### src/rtl/dvrt_pkg.sv
// Shared types and constants of the distance-vector route table.
// Used by dvrt_ctrl, dvrt_dpath and distance_vector_route_table; no dependencies.
`timescale 1ns / 1ps

package dvrt_pkg;

    // Request selector codes
    localparam logic [1:0] REQ_ADD    = 2'd0;
    localparam logic [1:0] REQ_UPDATE = 2'd1;
    localparam logic [1:0] REQ_EXPORT = 2'd2;

    // Result status codes
    localparam logic [2:0] STS_INSERTED = 3'd0;
    localparam logic [2:0] STS_REPLACED = 3'd1;
    localparam logic [2:0] STS_IGNORED  = 3'd2;
    localparam logic [2:0] STS_FULL     = 3'd3;
    localparam logic [2:0] STS_EXPORTED = 3'd4;

    // Wire code for an unreachable distance
    localparam logic [31:0] INF_CODE = 32'h7FFF_FFFF;

    // Reset value of the infinity metric
    localparam logic [7:0] INF_RESET = 8'd16;

    typedef enum logic [2:0] {
        ST_IDLE,
        ST_ADD,
        ST_SCAN,
        ST_SUM,
        ST_DECIDE,
        ST_EXPORT
    } state_t;

    // One stored route
    typedef struct packed {
        logic        direct;
        logic [31:0] next_hop;
        logic [31:0] distance;
        logic [5:0]  prefix;
        logic [31:0] address;
    } entry_t;

    // Commands from controller to datapath
    typedef struct packed {
        logic       load_req;
        logic       scan_clr;
        logic       scan_rd;
        logic       sum_load;
        logic       mem_we;
        logic       count_inc;
        logic       emit_single;
        logic       emit_entry;
        logic [2:0] code;
    } cmd_t;

    // Status from datapath to controller
    typedef struct packed {
        logic       count_zero;
        logic       full;
        logic       scan_done;
        logic       rd_vld;
        logic       dest_found;
        logic       sum_lt;
    } stat_t;

endpackage

### src/rtl/dvrt_dpath.sv
// Datapath of the route table: slot memory, fill count, request registers,
// scan match logic, saturating sum and result registers. Depends on dvrt_pkg.
`timescale 1ns / 1ps

module dvrt_dpath #(
    parameter int TABLE_DEPTH = 16
) (
    input  logic                clk,
    input  logic                rst_n,
    input  logic [1:0]          req_type,
    input  logic [31:0]         route_address,
    input  logic [5:0]          prefix_len,
    input  logic [31:0]         distance_in,
    input  logic [31:0]         sender_address,
    input  logic                cfg_we,
    input  logic [7:0]          cfg_wdata,
    input  dvrt_pkg::cmd_t      cmd,
    output dvrt_pkg::stat_t     stat,
    output logic                result_valid,
    output logic [2:0]          status,
    output logic [31:0]         out_address,
    output logic [5:0]          out_prefix_len,
    output logic [31:0]         out_distance_code,
    output logic [31:0]         out_next_hop,
    output logic                out_direct,
    output logic                entry_valid,
    output logic                last
);

    localparam int IDX_W = (TABLE_DEPTH > 1) ? $clog2(TABLE_DEPTH) : 1;
    localparam int CNT_W = $clog2(TABLE_DEPTH + 1);

    // Slot memory, filled in order and never freed
    dvrt_pkg::entry_t mem [0:TABLE_DEPTH-1];

    logic [7:0]       inf_reg;
    logic [CNT_W-1:0] count_reg;
    logic [CNT_W-1:0] scan_idx_reg;
    logic             rd_vld_reg;
    logic [IDX_W-1:0] rd_idx_reg;
    dvrt_pkg::entry_t rd_data_reg;

    logic [1:0]       req_type_reg;
    logic [31:0]      req_addr_reg;
    logic [5:0]       req_pfx_reg;
    logic [31:0]      req_dist_reg;
    logic [31:0]      req_sender_reg;

    logic             sender_found_reg;
    logic [31:0]      sender_dist_reg;
    logic             dest_found_reg;
    logic [IDX_W-1:0] dest_idx_reg;
    logic [31:0]      dest_dist_reg;
    logic [31:0]      sum_reg;

    logic             res_valid_reg;
    logic [2:0]       res_status_reg;
    logic [31:0]      res_addr_reg;
    logic [5:0]       res_pfx_reg;
    logic [31:0]      res_dist_reg;
    logic [31:0]      res_nh_reg;
    logic             res_direct_reg;
    logic             res_entry_reg;
    logic             res_last_reg;

    logic [31:0]      adv_dist;
    logic [32:0]      sum_wide;
    logic [31:0]      sum_next;
    logic [IDX_W-1:0] wr_idx;
    dvrt_pkg::entry_t wr_data;
    logic             rd_is_last;

    // Configuration register
    always_ff @(posedge clk or negedge rst_n)
    begin
        if (!rst_n)
        begin
            inf_reg <= dvrt_pkg::INF_RESET;
        end
        else if (cfg_we)
        begin
            inf_reg <= cfg_wdata;
        end
    end

    // Hold the accepted request
    always_ff @(posedge clk)
    begin
        if (cmd.load_req)
        begin
            req_type_reg   <= req_type;
            req_addr_reg   <= route_address;
            req_pfx_reg    <= prefix_len;
            req_dist_reg   <= distance_in;
            req_sender_reg <= sender_address;
        end
    end

    // Fill count, scan pointer and read-valid flag
    always_ff @(posedge clk or negedge rst_n)
    begin
        if (!rst_n)
        begin
            count_reg    <= '0;
            scan_idx_reg <= '0;
            rd_vld_reg   <= 1'b0;
        end
        else
        begin
            if (cmd.count_inc)
            begin
                count_reg <= count_reg + CNT_W'(1);
            end
            if (cmd.scan_clr)
            begin
                scan_idx_reg <= '0;
            end
            else if (cmd.scan_rd)
            begin
                scan_idx_reg <= scan_idx_reg + CNT_W'(1);
            end
            rd_vld_reg <= cmd.scan_rd;
        end
    end

    // Write address and data: replace in place when the destination was found
    always_comb
    begin
        wr_idx = dest_found_reg ? dest_idx_reg : count_reg[IDX_W-1:0];
        wr_data.address = req_addr_reg;
        wr_data.prefix  = req_pfx_reg;
        if (req_type_reg == dvrt_pkg::REQ_ADD)
        begin
            wr_data.distance = req_dist_reg;
            wr_data.next_hop = '0;
            wr_data.direct   = 1'b1;
        end
        else
        begin
            wr_data.distance = sum_reg;
            wr_data.next_hop = req_sender_reg;
            wr_data.direct   = 1'b0;
        end
    end

    // Slot memory: one write port, one registered read port
    always_ff @(posedge clk)
    begin
        if (cmd.mem_we)
        begin
            mem[wr_idx] <= wr_data;
        end
        if (cmd.scan_rd)
        begin
            rd_data_reg <= mem[scan_idx_reg[IDX_W-1:0]];
            rd_idx_reg  <= scan_idx_reg[IDX_W-1:0];
        end
    end

    // Match the read slot against sender and destination, first hit wins
    always_ff @(posedge clk)
    begin
        if (cmd.scan_clr)
        begin
            sender_found_reg <= 1'b0;
            sender_dist_reg  <= '0;
            dest_found_reg   <= 1'b0;
        end
        else if (rd_vld_reg)
        begin
            if (!sender_found_reg && rd_data_reg.address == req_sender_reg)
            begin
                sender_found_reg <= 1'b1;
                sender_dist_reg  <= rd_data_reg.distance;
            end
            if (!dest_found_reg && rd_data_reg.address == req_addr_reg)
            begin
                dest_found_reg <= 1'b1;
                dest_idx_reg   <= rd_idx_reg;
                dest_dist_reg  <= rd_data_reg.distance;
            end
        end
    end

    // Decode the advertised distance and add the sender's distance, saturating
    always_comb
    begin
        adv_dist = (req_dist_reg == dvrt_pkg::INF_CODE) ? {24'd0, inf_reg} : req_dist_reg;
        sum_wide = {1'b0, adv_dist} + {1'b0, sender_dist_reg};
        sum_next = sum_wide[32] ? 32'hFFFF_FFFF : sum_wide[31:0];
    end

    always_ff @(posedge clk)
    begin
        if (cmd.sum_load)
        begin
            sum_reg <= sum_next;
        end
    end

    assign rd_is_last = (CNT_W'(rd_idx_reg) + CNT_W'(1)) == count_reg;

    // Result registers: one beat per strobe
    always_ff @(posedge clk or negedge rst_n)
    begin
        if (!rst_n)
        begin
            res_valid_reg <= 1'b0;
        end
        else
        begin
            res_valid_reg <= cmd.emit_single | cmd.emit_entry;
        end
    end

    always_ff @(posedge clk)
    begin
        if (cmd.emit_entry)
        begin
            res_status_reg <= dvrt_pkg::STS_EXPORTED;
            res_addr_reg   <= rd_data_reg.address;
            res_pfx_reg    <= rd_data_reg.prefix;
            res_dist_reg   <= (rd_data_reg.distance >= {24'd0, inf_reg}) ?
                              dvrt_pkg::INF_CODE : rd_data_reg.distance;
            res_nh_reg     <= rd_data_reg.direct ? 32'd0 : rd_data_reg.next_hop;
            res_direct_reg <= rd_data_reg.direct;
            res_entry_reg  <= 1'b1;
            res_last_reg   <= rd_is_last;
        end
        else if (cmd.emit_single)
        begin
            res_status_reg <= cmd.code;
            res_addr_reg   <= '0;
            res_pfx_reg    <= '0;
            res_dist_reg   <= '0;
            res_nh_reg     <= '0;
            res_direct_reg <= 1'b0;
            res_entry_reg  <= 1'b0;
            res_last_reg   <= 1'b1;
        end
    end

    // Status toward the controller
    always_comb
    begin
        stat.count_zero = (count_reg == '0);
        stat.full       = (count_reg == CNT_W'(TABLE_DEPTH));
        stat.scan_done  = (scan_idx_reg == count_reg);
        stat.rd_vld     = rd_vld_reg;
        stat.dest_found = dest_found_reg;
        stat.sum_lt     = (sum_reg < dest_dist_reg);
    end

    assign result_valid      = res_valid_reg;
    assign status            = res_status_reg;
    assign out_address       = res_addr_reg;
    assign out_prefix_len    = res_pfx_reg;
    assign out_distance_code = res_dist_reg;
    assign out_next_hop      = res_nh_reg;
    assign out_direct        = res_direct_reg;
    assign entry_valid       = res_entry_reg;
    assign last              = res_last_reg;

endmodule

### src/rtl/dvrt_ctrl.sv
// Controller of the route table: sequences add, update and export requests
// and drives datapath commands. Depends on dvrt_pkg.
`timescale 1ns / 1ps

module dvrt_ctrl (
    input  logic            clk,
    input  logic            rst_n,
    input  logic            start,
    input  logic [1:0]      req_type,
    input  dvrt_pkg::stat_t stat,
    output dvrt_pkg::cmd_t  cmd,
    output logic            busy
);

    dvrt_pkg::state_t state_reg;
    dvrt_pkg::state_t state_next;

    // State register
    always_ff @(posedge clk or negedge rst_n)
    begin
        if (!rst_n)
        begin
            state_reg <= dvrt_pkg::ST_IDLE;
        end
        else
        begin
            state_reg <= state_next;
        end
    end

    // Next state and commands
    always_comb
    begin
        state_next = state_reg;
        cmd        = '0;
        cmd.code   = dvrt_pkg::STS_INSERTED;
        case (state_reg)
            dvrt_pkg::ST_IDLE:
            begin
                if (start)
                begin
                    cmd.load_req = 1'b1;
                    cmd.scan_clr = 1'b1;
                    case (req_type)
                        dvrt_pkg::REQ_ADD:    state_next = dvrt_pkg::ST_ADD;
                        dvrt_pkg::REQ_UPDATE: state_next = dvrt_pkg::ST_SCAN;
                        dvrt_pkg::REQ_EXPORT: state_next = dvrt_pkg::ST_EXPORT;
                        default:              state_next = dvrt_pkg::ST_IDLE;
                    endcase
                end
            end
            dvrt_pkg::ST_ADD:
            begin
                cmd.emit_single = 1'b1;
                if (stat.full)
                begin
                    cmd.code = dvrt_pkg::STS_FULL;
                end
                else
                begin
                    cmd.mem_we    = 1'b1;
                    cmd.count_inc = 1'b1;
                    cmd.code      = dvrt_pkg::STS_INSERTED;
                end
                state_next = dvrt_pkg::ST_IDLE;
            end
            dvrt_pkg::ST_SCAN:
            begin
                // Issue one slot read per cycle, drain the last read
                cmd.scan_rd = !stat.scan_done;
                if (stat.scan_done && !stat.rd_vld)
                begin
                    state_next = dvrt_pkg::ST_SUM;
                end
            end
            dvrt_pkg::ST_SUM:
            begin
                cmd.sum_load = 1'b1;
                state_next   = dvrt_pkg::ST_DECIDE;
            end
            dvrt_pkg::ST_DECIDE:
            begin
                cmd.emit_single = 1'b1;
                if (!stat.dest_found)
                begin
                    if (stat.full)
                    begin
                        cmd.code = dvrt_pkg::STS_FULL;
                    end
                    else
                    begin
                        cmd.mem_we    = 1'b1;
                        cmd.count_inc = 1'b1;
                        cmd.code      = dvrt_pkg::STS_INSERTED;
                    end
                end
                else if (stat.sum_lt)
                begin
                    cmd.mem_we = 1'b1;
                    cmd.code   = dvrt_pkg::STS_REPLACED;
                end
                else
                begin
                    cmd.code = dvrt_pkg::STS_IGNORED;
                end
                state_next = dvrt_pkg::ST_IDLE;
            end
            dvrt_pkg::ST_EXPORT:
            begin
                if (stat.count_zero)
                begin
                    // Empty table: one beat with no entry
                    cmd.emit_single = 1'b1;
                    cmd.code        = dvrt_pkg::STS_EXPORTED;
                    state_next      = dvrt_pkg::ST_IDLE;
                end
                else
                begin
                    cmd.scan_rd    = !stat.scan_done;
                    cmd.emit_entry = stat.rd_vld;
                    if (stat.scan_done && !stat.rd_vld)
                    begin
                        state_next = dvrt_pkg::ST_IDLE;
                    end
                end
            end
            default:
            begin
                state_next = dvrt_pkg::ST_IDLE;
            end
        endcase
    end

    assign busy = (state_reg != dvrt_pkg::ST_IDLE);

endmodule

### src/rtl/distance_vector_route_table.sv
// Distance-vector route table, top level: controller plus datapath.
// Depends on dvrt_pkg, dvrt_ctrl and dvrt_dpath.
//
// A request is taken when start is high and busy is low. An update reads the
// table one slot read per cycle to find sender and destination, drains the
// last read, then forms the sum and takes the decision; an export reads the
// occupied slots one by one as well, through the single slot memory read port.
// Every result appears for exactly one cycle with result_valid high, in the
// cycle after the controller produces it; the receiver cannot stall, so it
// must take each beat as it comes. An export delivers one beat per occupied
// slot, in slot order, with last on the final one. The infinity metric is
// written through cfg_we/cfg_wdata; the user must write it only while idle,
// as the block itself does not enforce this.
`timescale 1ns / 1ps

module distance_vector_route_table #(
    parameter int TABLE_DEPTH = 16
) (
    input  logic        clk,
    input  logic        rst_n,
    input  logic        start,
    output logic        busy,
    input  logic [1:0]  req_type,
    input  logic [31:0] route_address,
    input  logic [5:0]  prefix_len,
    input  logic [31:0] distance_in,
    input  logic [31:0] sender_address,
    input  logic        cfg_we,
    input  logic [7:0]  cfg_wdata,
    output logic        result_valid,
    output logic [2:0]  status,
    output logic [31:0] out_address,
    output logic [5:0]  out_prefix_len,
    output logic [31:0] out_distance_code,
    output logic [31:0] out_next_hop,
    output logic        out_direct,
    output logic        entry_valid,
    output logic        last
);

    dvrt_pkg::cmd_t  cmd;
    dvrt_pkg::stat_t stat;

    dvrt_ctrl u_ctrl (
        .clk      (clk),
        .rst_n    (rst_n),
        .start    (start),
        .req_type (req_type),
        .stat     (stat),
        .cmd      (cmd),
        .busy     (busy)
    );

    dvrt_dpath #(
        .TABLE_DEPTH (TABLE_DEPTH)
    ) u_dpath (
        .clk               (clk),
        .rst_n             (rst_n),
        .req_type          (req_type),
        .route_address     (route_address),
        .prefix_len        (prefix_len),
        .distance_in       (distance_in),
        .sender_address    (sender_address),
        .cfg_we            (cfg_we),
        .cfg_wdata         (cfg_wdata),
        .cmd               (cmd),
        .stat              (stat),
        .result_valid      (result_valid),
        .status            (status),
        .out_address       (out_address),
        .out_prefix_len    (out_prefix_len),
        .out_distance_code (out_distance_code),
        .out_next_hop      (out_next_hop),
        .out_direct        (out_direct),
        .entry_valid       (entry_valid),
        .last              (last)
    );

endmodule
### config.mk
export PLATFORM = sky130hd
export DESIGN_NAME = distance_vector_route_table
export DESIGN_NICKNAME = d
export VERILOG_FILES = /design/src/rtl/dvrt_pkg.sv /design/src/rtl/dvrt_dpath.sv /design/src/rtl/dvrt_ctrl.sv /design/src/rtl/distance_vector_route_table.sv
export SDC_FILE = /design/constraint.sdc
export NUM_CORES = 2
export LEC_CHECK = 0
export ABC_AREA = 0
export BUFFER_PORTS_ARGS = -buffer_cell sky130_fd_sc_hd__buf_2
export CAP_MARGIN = 20
export CORE_UTILIZATION = 40
export CTS_BUF_LIST = sky130_fd_sc_hd__clkbuf_8
export CTS_CLUSTER_DIAMETER = 150
export DETAILED_ROUTE_END_ITERATION = 7
export GPL_ROUTABILITY_DRIVEN = 1
export PLACE_DENSITY = 0.6
export SYNTH_ARGS = -nofsm -noshare
export SYNTH_HDL_FRONTEND = slang
export SYNTH_SLANG_ARGS = --single-unit
### constraint.sdc
create_clock -name clk -period 15.33 [get_ports clk]
set_input_delay 3.066 -clock clk [delete_from_list [all_inputs] [get_ports clk]]
set_output_delay 3.066 -clock clk [all_outputs]
set_load 0.05 [all_outputs]
==> flow_metrics.env <==
export IMPL_synth_cell_type_count=71
export IMPL_min_from="u_dpath.rd_data_reg[91]"
export IMPL_ys_top_cells_by_area="edfxtp_1 (75%), mux4_2 (14%), ha_1 (1.2%), dfxtp_1 (0.94%), and2_1 (0.93%)"
export IMPL_grt_usage=0.201
export IMPL_worst_clock_skew_ns=0.108
export IMPL_drtIter0Drc=3732
export IMPL_grt_pass1_vias=40600
export IMPL_antenna_left=0
export IMPL_n_fill_cell=16800
export IMPL_clock_sinks=2092
export IMPL_dp_hpwl_um=112000
export IMPL_ys_warn_count=0
export IMPL_hold_ws_ns=0.478
export IMPL_whs_endpoint="u_dpath.out_next_hop[21]"
export IMPL_end_kind="register"
export IMPL_drive_gt1_frac=0.295
export IMPL_final_core_util=0.460
export IMPL_via_per_inst=5.45
export IMPL_post_drt_wl_per_cell_um=28.8
export IMPL_synthFlopType="edfxtp_1"
export IMPL_cts_buffer_depth=4
export IMPL_synthXorXnorAreaFrac=0.0111
export IMPL_synth_area_per_cell_um2=21.8
export IMPL_via_count=39000
export IMPL_yosysMostFrequentCell="edfxtp_1"
export IMPL_min_period_ns=5.73
export IMPL_portBuffers=225
export IMPL_htree_levels=5
export IMPL_fin_area_um2=92300
export IMPL_crit_required_ns=16.12
export IMPL_clkSlewWorstSetupHoldPaths_ns=0.07
export IMPL_netlist_area_leader_share=0.753
export IMPL_yosys_area_top_type="edfxtp_1"
export IMPL_fmax_mhz=175
export IMPL_place_gp_congestion=0.808
export IMPL_synthArstFlopShare=0.0110
export IMPL_cap_viol_max_count=0
export IMPL_grt_max_degree=146
export IMPL_overflow=0
export IMPL_rr_startpoint="u_dpath.req_dist_reg[31]"
export IMPL_wl_um=206000
export IMPL_ios=226
export IMPL_synth_compound_area_frac=0.0150
export IMPL_insertion_delay_ns=1.08
export IMPL_rsz0062_at_grt="no"
export IMPL_drc_errors=0
export IMPL_synthAdderAreaFrac=0.0118
export IMPL_r2r_end="u_dpath.sum_reg[5]"
export IMPL_hold_depth=1
export IMPL_cts_tree="done"
export IMPL_fin_cells=7151
export IMPL_path_class="register to register"
export IMPL_r2r_cells=17
export IMPL_dieWidth_um=452
export IMPL_largest_reg_flops=1648
export IMPL_synthesis_instances=3716
export IMPL_syn_nets=3908
export IMPL_die_y_um=452
export IMPL_synthToLayoutAreaGrowth_pct=13.9
export IMPL_ys_ff_latch=2092
export IMPL_placed_area_um2=85700
export IMPL_antenna_found_initial=12
export IMPL_rows=164
export IMPL_finalCritPeriodShare=0.374
export IMPL_dieArea_um2=204000
export IMPL_powerDensity_nw_per_um2=170
export IMPL_tns_ns=0
export IMPL_numCtsBuffers=359
export IMPL_syn_area_um2=81000
export IMPL_core_um2=200000
export IMPL_final_nets=4401
export IMPL_cts_root_buffer="clkbuf_8"
export IMPL_crit_fanout=19
export IMPL_cts_hold_buf=0
export IMPL_synth_commonest_cells="edfxtp_1 (2031), mux4_2 (515), and2_1 (120)"
export IMPL_synth_edf_count=2031
export IMPL_grt_pass1_wl_um=293000
export IMPL_synth_mux_area_fraction=0.152
export IMPL_ys_seq_area_frac=0.769
export IMPL_slew_viol_final=0
export IMPL_outcome="finished clean"
export IMPL_synth_top_family_by_area="multiplexers"
export IMPL_max_slew_worst_pin_slew_ns=1.16
export IMPL_synth_simple_area_share=0.0300
export IMPL_p_leak_uw=0.0297
export IMPL_initial_core_util=0.404
export IMPL_reg2reg_setup_slack_ns=9.60
export IMPL_startpoint_type="register"
export IMPL_final_setup_viol_count=0
export IMPL_dp_cells=6501
export IMPL_cts_setup_buffers=0
export IMPL_slew_limit_headroom=0.226
export IMPL_ctsResizeCount=0
export IMPL_hold_viol_final=0
export IMPL_peakVddDrop_mv=0.105
export IMPL_cp_arrival_ns=6.52
export IMPL_dr_pass1_iters=6
export IMPL_hold_path_class="register to register"
## layout by cell type, fill, tap and decap left out, drive strengths merged, types with 8 or more instances in the layout
cell	instances
a21o	25
a21oi	37
and2	120
buf	296
bufinv	8
clkbuf	373
clkinv	133
clkinvlp	10
dfrtp	22
dfxtp	38
diode	15
edfxtp	2031
ha	75
inv	168
mux2	33
mux2i	35
mux4	515
nand2	78
nand2b	11
nand3	18
nand4	29
nor2	91
nor2b	39
nor3	16
nor4	21
o21a	19
o21ai	45
xnor2	52
xor2	51
## layout make-up
cell class / instances / area [um2] / share of cell area
flip-flops and latches: 2092 / 62300 / 0.676
clock buffers: 372 / 5120 / 0.0555
well taps: 2656 / 3320 / 0.0360
repair buffers: 297 / 1890 / 0.0205
clock inverters: 260 / 1310 / 0.0141
multi-input cells: 1400 / 18000 / 0.195
diodes: 15 / 37.5 / 0.000407
inverters: 59 / 226 / 0.00245
## cells by family (layout without fill, tap and decap cells)
group	after synthesis	count (layout)
adders and majority gates	76	76
and+or+nand+nor	453	453
AOI/OAI and AO/OA	184	184
DFF	2092	2092
other	1	16
muxes	583	583
xor gates and xnor gates	103	103
buffers and inverters	224	988
## worst max-delay path: stages (launching register included)
cell and delay [ns]:
edfxtp_1 0.51, nand4b_1 0.22, nor4_1 0.69, nand2_1 0.52
buf_4 0.36, o21a_1 0.19, ha_1 0.21, inv_1 0.08
fa_1 0.20, nand2b_1 0.13, a31oi_1 0.15, o31ai_1 0.59
a21oi_2 0.18, a21oi_2 0.23, o31a_1 0.18, or3_1 0.41
buf_4 0.36, a21bo_1 0.23
## where the power goes
group	switching, uW	internal (uW)
clock network	2220	2380
logic	2050	1110
registers	497	7400
## per-stage QoR
stage / setup WS [ns] / total power (uW)
floorplan: 7.61 / 10000
global placement: 9.58 / 11200
detailed placement: 9.57 / 11200
CTS: 9.52 / 15900
global route: 9.31 / 16300
finish: 9.60 / 15700
## how the worst max path moves through the flow
| stage | cells after the start | endpoint | slack, ns | from |
|---|---|---|---|---|
| final | 17 | u_dpath.sum_reg[5] | 9.60 | u_dpath.req_dist_reg[31] |
| after global routing | 17 | u_dpath.sum_reg[5] | 9.31 | u_dpath.req_dist_reg[31] |
| after CTS | 17 | u_dpath.sum_reg[5] | 9.52 | u_dpath.req_dist_reg[31] |
| after detailed placement | 17 | u_dpath.sum_reg[5] | 9.57 | u_dpath.req_dist_reg[31] |
| after global placement | 17 | u_dpath.sum_reg[5] | 9.58 | u_dpath.req_dist_reg[31] |
| after floorplan | 5 | u_dpath.dest_dist_reg[0] | 7.61 | start |
## routing by layer
| layer | track usage | part of all wire | vias up |
|---|---|---|---|
| met2 | 0.344 | 0.52 | 1332 |
| met1 | 0.260 | 0.40 | 20900 |
| met4 | 0.0621 | 0.027 | 4 |
| met3 | 0.0353 | 0.054 | 337 |
| li1 | - | - | 16400 |
| met5 | 0 | 0.00012 | - |
Power figures use the tool's default switching activity.
